**config.mk**
```make
export PLATFORM = sky130hd
export DESIGN_NAME = dhoat_ctrl
export DESIGN_NICKNAME = d
export VERILOG_FILES = /design/src/rtl/dhoat_pkg.sv /design/src/rtl/dhoat_ctrl.sv
export SDC_FILE = /design/constraint.sdc
export NUM_CORES = 1
export LEC_CHECK = 0
export BUFFER_PORTS_ARGS = -buffer_cell sky130_fd_sc_hd__buf_4
export CORE_AREA = 2 2 39 41
export DETAILED_ROUTE_END_ITERATION = 10
export DIE_AREA = 0 0 41 43
export PLACE_DENSITY = 0.69
export REMOVE_ABC_BUFFERS = 1
export SYNTH_ARGS = -nofsm -noshare
export SYNTH_HDL_FRONTEND = slang
export SYNTH_SLANG_ARGS = --single-unit
```
**constraint.sdc**
```tcl
create_clock -name clock -period 1.72 [get_ports clock]
set_input_delay 0 -clock clock [delete_from_list [all_inputs] [get_ports clock]]
set_output_delay 0 -clock clock [all_outputs]
set_load 0.1 [all_outputs]
```
**src/rtl/dhoat_pkg.sv**
```systemverilog
// shared types, constants and hash function for the double-hash table
package dhoat_pkg;

   localparam int BUCKETS    = 1024;
   localparam int ADDR_BITS  = $clog2(BUCKETS);
   localparam int CNT_BITS   = $clog2(BUCKETS + 1);
   localparam int KEY_BITS   = 64;
   localparam int VALUE_BITS = 64;

   localparam logic [31:0] SEED_H1 = 32'h5cd902cb;
   localparam logic [31:0] SEED_H2 = 32'h80435418;

   // operation codes
   localparam logic [1:0] OP_ADD   = 2'd0;
   localparam logic [1:0] OP_GET   = 2'd1;
   localparam logic [1:0] OP_DEL   = 2'd2;
   localparam logic [1:0] OP_SPARE = 2'd3;

   // result status codes
   localparam logic [1:0] STAT_NONE    = 2'd0;
   localparam logic [1:0] STAT_FOUND   = 2'd1;
   localparam logic [1:0] STAT_FULL    = 2'd2;
   localparam logic [1:0] STAT_IGNORED = 2'd3;

   // bucket state codes
   localparam logic [1:0] BK_EMPTY    = 2'd0;
   localparam logic [1:0] BK_OCCUPIED = 2'd1;
   localparam logic [1:0] BK_DELETED  = 2'd2;

   // controller to datapath
   typedef struct packed {
      logic       clear_step;
      logic       load;
      logic       read;
      logic       advance;
      logic       set_value;
      logic       set_tomb;
      logic       insert;
      logic       rsp_load;
      logic [1:0] rsp_status;
      logic       rsp_from_mem;
   } cmd_type;

   // datapath to controller
   typedef struct packed {
      logic       clr_done;
      logic [1:0] bucket;
      logic       key_hit;
      logic       last_probe;
      logic       have_free;
      logic [1:0] op;
      logic       del_en;
   } stat_type;

   // xor fold of the seeded key into a bucket index
   function automatic logic [ADDR_BITS-1:0] fold_hash(input logic [KEY_BITS-1:0] key,
                                                       input logic [31:0] seed);
      logic [KEY_BITS-1:0]  x;
      logic [ADDR_BITS-1:0] acc;
      x   = key ^ KEY_BITS'({seed, ~seed});
      acc = '0;
      for (int i = 0; i < KEY_BITS; i += ADDR_BITS) begin
         acc ^= ADDR_BITS'(x >> i);
      end
      return acc;
   endfunction

endpackage

```
**src/rtl/dhoat_ctrl.sv**
```systemverilog
// controller state machine: clearing pass, probe loop and response handshake
module dhoat_ctrl import dhoat_pkg::*; (
   input  logic     clock,
   input  logic     reset,
   input  logic     req_valid,
   output logic     req_ready,
   output logic     rsp_valid,
   input  logic     rsp_ready,
   input  stat_type stat,
   output cmd_type  cmd
);

   typedef enum logic [2:0] {S_CLEAR, S_IDLE, S_READ, S_EVAL, S_RESP} state_type;

   state_type state_ff, state_in;
   logic      req_ready_ff, req_ready_in;
   logic      rsp_valid_ff, rsp_valid_in;
   logic      is_add, trivial, hit;

   assign req_ready = req_ready_ff;
   assign rsp_valid = rsp_valid_ff;
   assign is_add    = (stat.op == OP_ADD);
   assign trivial   = (stat.op == OP_SPARE) || ((stat.op == OP_DEL) && !stat.del_en);
   assign hit       = (stat.bucket == BK_OCCUPIED) && stat.key_hit;

   // next state and commands
   always_comb begin
      state_in     = state_ff;
      req_ready_in = req_ready_ff;
      rsp_valid_in = rsp_valid_ff;
      cmd          = '0;
      case (state_ff)
         S_CLEAR: begin
            cmd.clear_step = 1'b1;
            if (stat.clr_done) begin
               state_in     = S_IDLE;
               req_ready_in = 1'b1;
            end
         end
         S_IDLE: begin
            if (req_valid && req_ready_ff) begin
               cmd.load     = 1'b1;
               req_ready_in = 1'b0;
               state_in     = S_READ;
            end
         end
         S_READ: begin
            if (trivial) begin
               cmd.rsp_load   = 1'b1;
               cmd.rsp_status = (stat.op == OP_DEL) ? STAT_IGNORED : STAT_NONE;
               rsp_valid_in   = 1'b1;
               state_in       = S_RESP;
            end else begin
               cmd.read = 1'b1;
               state_in = S_EVAL;
            end
         end
         S_EVAL: begin
            if (hit) begin
               cmd.rsp_load     = 1'b1;
               cmd.rsp_status   = STAT_FOUND;
               cmd.rsp_from_mem = 1'b1;
               cmd.set_value    = is_add;
               cmd.set_tomb     = (stat.op == OP_DEL);
               rsp_valid_in     = 1'b1;
               state_in         = S_RESP;
            end else if (stat.bucket == BK_EMPTY) begin
               cmd.insert     = is_add;
               cmd.rsp_load   = 1'b1;
               cmd.rsp_status = STAT_NONE;
               rsp_valid_in   = 1'b1;
               state_in       = S_RESP;
            end else if (stat.last_probe) begin
               // probe path exhausted
               cmd.rsp_load = 1'b1;
               rsp_valid_in = 1'b1;
               state_in     = S_RESP;
               if (is_add && (stat.have_free || stat.bucket == BK_DELETED)) begin
                  cmd.insert     = 1'b1;
                  cmd.rsp_status = STAT_NONE;
               end else if (is_add) begin
                  cmd.rsp_status = STAT_FULL;
               end else begin
                  cmd.rsp_status = STAT_NONE;
               end
            end else begin
               cmd.advance = 1'b1;
               state_in    = S_READ;
            end
         end
         S_RESP: begin
            if (rsp_ready) begin
               rsp_valid_in = 1'b0;
               req_ready_in = 1'b1;
               state_in     = S_IDLE;
            end
         end
         default: begin
            state_in = S_CLEAR;
         end
      endcase
   end

   // state and registered outputs
   always_ff @(posedge clock) begin
      if (reset) begin
         state_ff     <= S_CLEAR;
         req_ready_ff <= 1'b0;
         rsp_valid_ff <= 1'b0;
      end else begin
         state_ff     <= state_in;
         req_ready_ff <= req_ready_in;
         rsp_valid_ff <= rsp_valid_in;
      end
   end

endmodule

```
Word level (Yosys, flattened, before mapping)
Cells that the tools add are included.

Bits in registers: 5. Output and inout port bits: 13. Logic and storage cells: 71. Input port bits: 13. Latch bits: 0. Memory bits (writable): 0. ROM bits: 0. Memories: 0.

$mul: 0. Bitwise logic cells: 0. Order comparisons: 0. Reductions and logical operators: 15. Add/sub/neg operators: 0. Shift-type cells: 0. Equality and inequality tests: 13. Muxes and demuxes: 40. Divide/modulo/power cells: 0.

Operators with widths (number): 2-to-1 mux 3 bit (9); 2-to-1 mux 1 bit (20); one-hot mux 3 bit (5 select lines) (1); 2-to-1 mux 4 bit (3); 2-to-1 mux 2 bit (4); != test 2 bit, second input constant (4); AND reduction 4 bit (2); == test 2 bit, second input constant (3); == test 3 x 2 -> 1 bit, second input constant (2); one-hot mux 1 bit (3 select lines) (2); one-hot mux 3 bit (2 select lines) (1); nonzero test 3 bit (2); logical AND 1 bit (4); logical NOT 2 bit (2); != test 4 bit, second input constant (1); == test 3 x 1 -> 1 bit, second input constant (1); == test 3 bit, second input constant (1); logical NOT 3 bit (1); AND reduction 3 bit (1); == test 2 x 1 -> 1 bit, second input constant (1); logical OR 1 bit (2); logical NOT 1 bit (1).

Longest topological paths before layout
Depth in word-level cells: 8. Depth in mapped cells: 5.

Least setup slack after synthesis
No wires, ideal clock.

Path type: register to register. Start point: register req_ready_ff (netlist: req_ready). End point: register req_ready_ff (netlist: req_ready). Stages on the path, launching flop included: 4. Library setup time: 0.235 ns. Arrival: 3.259 ns. Path buffers: 0. Path slack: -1.774 ns. Period minus slack after synthesis: 3.494 ns. Required time: 1.485 ns. Path through: dfxtp_1 nand2_1 nor3_1 nor3_1.

Longest elaborated chain between the ends: 3.

RTL lines: from (decl) (line dhoat_ctrl.sv:16) `logic req_ready_ff, req_ready_in;`; from (signal assigned) (line dhoat_ctrl.sv:112) `req_ready_ff <= req_ready_in;`; logical AND 1 bit (line dhoat_ctrl.sv:41) `if (req_valid && req_ready_ff) begin`; != test 2 bit (no line); AND reduction 4 bit (no line).

No other way between the ends. A chain may end at the register's enable or synchronous reset.

==> flow_metrics.py <==
metrics = {
    "status": {
        "outcome": "complete, but fails checks",
        "failed_checks": "negative setup slack",
    },
    "timing": {
        "final_hold_viol_count": 0,
        "final-setup-viol-count": 2,
        "slew-limit-headroom_pct": 80.7,
        "worst_pin_slew_ns": 0.288,
        "grt_setup_unrepaired": "true",
        "finalWorstSetupSlack_ns": -0.0696,
        "layout_worst_path_cycle_share_pct": 104,
        "finalClockSkew_ns": 0.00483,
        "max_freq_ghz": 0.559,
        "drv_slew": 0,
        "layout_min_cycle_time_ns": 1.79,
        "fin_hold_ws_ns": 0.0578,
    },
    "synthesis": {
        "synth.yosys.seq_area_share_pct": 24.8,
        "post_synthesis_mux_area_share_pct": 2.48,
        "yosys.area_share.simple_pct": 43.8,
        "ys_types": 25,
        "post_synth_design_cell_area_um2": 403,
        "synth_cells": 58,
        "synth_top_family_by_area": "simple AND/OR/NAND/NOR gates",
        "synth_compound_area_share_pct": 20.8,
        "synth.cells.most_frequent": "nor3_1 (8), nor2_1 (6), a21oi_1 (5), dfxtp_1 (5), nand2_1 (4)",
        "netlist.area_leader.share_pct": 24.8,
        "synthFlopType": "dfxtp_1",
        "synth_xor_xnor_area_share_pct": 0,
        "yosys_register_bits": 5,
        "synthesis.yosys.warnings": 0,
        "synth-edff-count": 0,
        "post_synth_fa_ha_maj_area_fraction_pct": 0,
        "postSynthAreaPerCell_um2": 6.95,
        "post_synth_main_area_contributors": "dfxtp_1 (25%), nor3_1 (9.9%), a21oi_1 (6.2%), nor2_1 (5.6%), o21a_1 (5.6%)",
        "synth.largest_area_cell": "dfxtp_1",
        "synth-async-reset-ratio_pct": 0,
        "synth.most_common_cell": "nor3_1",
    },
    "grt": {
        "grt_remaining_overflow": 0,
        "globalRouteTotalUtil_pct": 13.1,
        "pin_count_of_the_biggest_net_entering_global_routing": 11,
        "grt_first_pass_wirelength_mm": 1.58,
        "number_of_global_route_vias_before_repair": 425,
        "initial_antenna_violation_count": 0,
    },
    "die": {
        "die-height_um": 43,
        "die_ar_mm2": 0.00176,
        "die-width_um": 41,
        "placement_rows": 14,
        "i_o_pin_count": 26,
        "floorplan.initialDensity_pct": 29.1,
        "core-area_mm2": 0.00138,
    },
    "setup_path": {
        "worst-endpoint-required_ns": 1.72,
        "worstSetupEndpointType": "primary output",
        "crit_path_start_kind": "register",
        "path_max_fanout": 4,
        "worst-endpoint-arrival_ns": 1.79,
        "critPathKind": "reg -> out",
        "worstRegToRegCells": 4,
    },
    "power_and_ir_drop": {
        "pwr-share-comb_pct": 47.9,
        "total_switching_power_uw": 226,
        "power.density_mw_per_mm2": 716,
        "power_frac_clock_pct": 26.3,
        "vdd.ir_drop.worst_v": 0.000410,
        "leakagePower_uw": 0.000329,
        "swShare_pct": 43.3,
        "p_total_uw": 522,
        "relative_contribution_of_sequential_cells_to_total_power_pct": 25.8,
        "p_int_uw": 296,
    },
    "routing": {
        "route.detailed.wl_per_inst_um": 11.9,
        "via_count": 531,
        "drc": 0,
        "drt_pre_antenna_iters": 4,
        "antenna_violating_nets_post_route": 0,
        "drt_iter0_drc": 7,
        "dr_vias_cell": 5.11,
        "final_routed_wirelength_across_all_metal_layers_mm": 1.24,
    },
    "min_path": {
        "hold_depth": 3,
        "timing.hold.worst.class": "in -> reg",
    },
    "clock_network": {
        "cts_max_level": 1,
        "tritoncts": "done",
        "clock_tree_sinks": 5,
        "post-cts-setup-buffers": 0,
        "clock_insertion_delay_worst_skew_ns": 0.24,
        "cts_made_buffers": 3,
        "clk_transition_reported_paths_ns": 0.05,
        "clock_path_buffers": 2,
        "cts-root-buf": "clkbuf_4",
    },
    "layout": {
        "drive_above_1_share_pct": 45.5,
        "layout.core_utilization_pct": 52.7,
        "antenna_cells": 0,
        "num-nets-final": 102,
        "multi_input_area_um2": 308,
        "syn_to_final_growth_pct": 81.1,
        "regArea_um2": 103,
        "fillers": 135,
    },
    "placement": {
        "place_congestion": 0.746,
        "numPortBuffers": 25,
    },
    "job": {
        "drv_cap": 0,
    },
}
-- power by group through the flow --
stage	logic [uW]	clock network [uW]	registers [uW]
global route	263	151	136
detailed placement	238	0	135
CTS	243	143	133
floorplan	126	0	174
global placement	236	0	134
finish	250	138	135
-- placed cells by master, fill, tap and decap left out, types with 2 or more instances in the layout --
| cell | synthesis | layout |
|---|---|---|
| a21oi_1 | 5 | 5 |
| buf_12 | 0 | 2 |
| buf_4 | 0 | 23 |
| clkbuf_4 | 0 | 3 |
| clkbuf_8 | 0 | 2 |
| dfxtp_1 | 5 | 3 |
| dfxtp_2 | 0 | 2 |
| inv_1 | 3 | 3 |
| nand2_1 | 4 | 3 |
| nand2b_1 | 3 | 3 |
| nor2_1 | 6 | 6 |
| nor2b_1 | 2 | 2 |
| nor3_1 | 8 | 7 |
| o21a_1 | 3 | 3 |
| o21ai_0 | 3 | 3 |
-- metrics by stage --
| stage | cells | setup TNS [ns] | area, um^2 | worst slack [ns] |
|---|---|---|---|---|
| 2_1_floorplan | 55 | -14.70 | 382 | -1.77 |
| 3_3_place_gp | 99 | 0 | 612 | 0.152 |
| 3_5_place_dp | 99 | 0 | 612 | 0.131 |
| 4_1_cts | 104 | -0.212 | 674 | -0.0889 |
| 5_1_grt | 104 | -0.237 | 729 | -0.113 |
| 6_report | 104 | -0.130 | 729 | -0.0696 |
-- cell type report --
class / count / share of cell area [%]
Multi-Input combinational cell: 47 / 42.2
Timing Repair Buffer: 29 / 35.8
Sequential cell: 5 / 14.1
Clock buffer: 4 / 3.60
Tap cell: 16 / 2.74
Inverter: 3 / 1.54
-- critical path, stage by stage (launching register included) --
cell     delay (ns)
dfxtp_2        0.33
or3b_4         0.39
or4b_4         0.52
o31ai_4        0.09
buf_12         0.21
-- logic make-up (layout without fill, tap and decap cells) --
group | count (synthesis) | after routing
mux | 1 | 1
buf+inv | 6 | 36
flops | 5 | 5
compound gates | 14 | 14
simple gates | 32 | 32
-- worst paths after layout --
kind	from	end	slack, ns
max	state_ff[2]	cmd[2]	-0.07
max reg2reg	state_ff[2]	state_ff[0]	0.49
min reg2reg	rsp_valid	rsp_valid	0.47
min	rsp_ready	rsp_valid	0.06
-- registers in the layout (all words and copies together) (netlist names) --
register,count
req_ready,1
rsp_valid,1
state_ff,3
-- metal layers --
layer | vias to the layer above | part of all wire, % | GRT usage [%]
met3 | 2 | 8.2 | 1.57
li1 | 268 | - | -
met4 | 0 | 0.65 | 8.00
met5 | - | 0 | 0
met1 | 237 | 38 | 14.5
met2 | 24 | 53 | 21.9
-- repair_timing --
item | CTS | global route
resized for setup | 7 | 14
setup endpoints to repair | 3 | 4
pin swaps | 1 | 0
hold buffers | 1 | 0
hold endpoints to repair | 2 | 0
(Power assumes the default switching activity.)
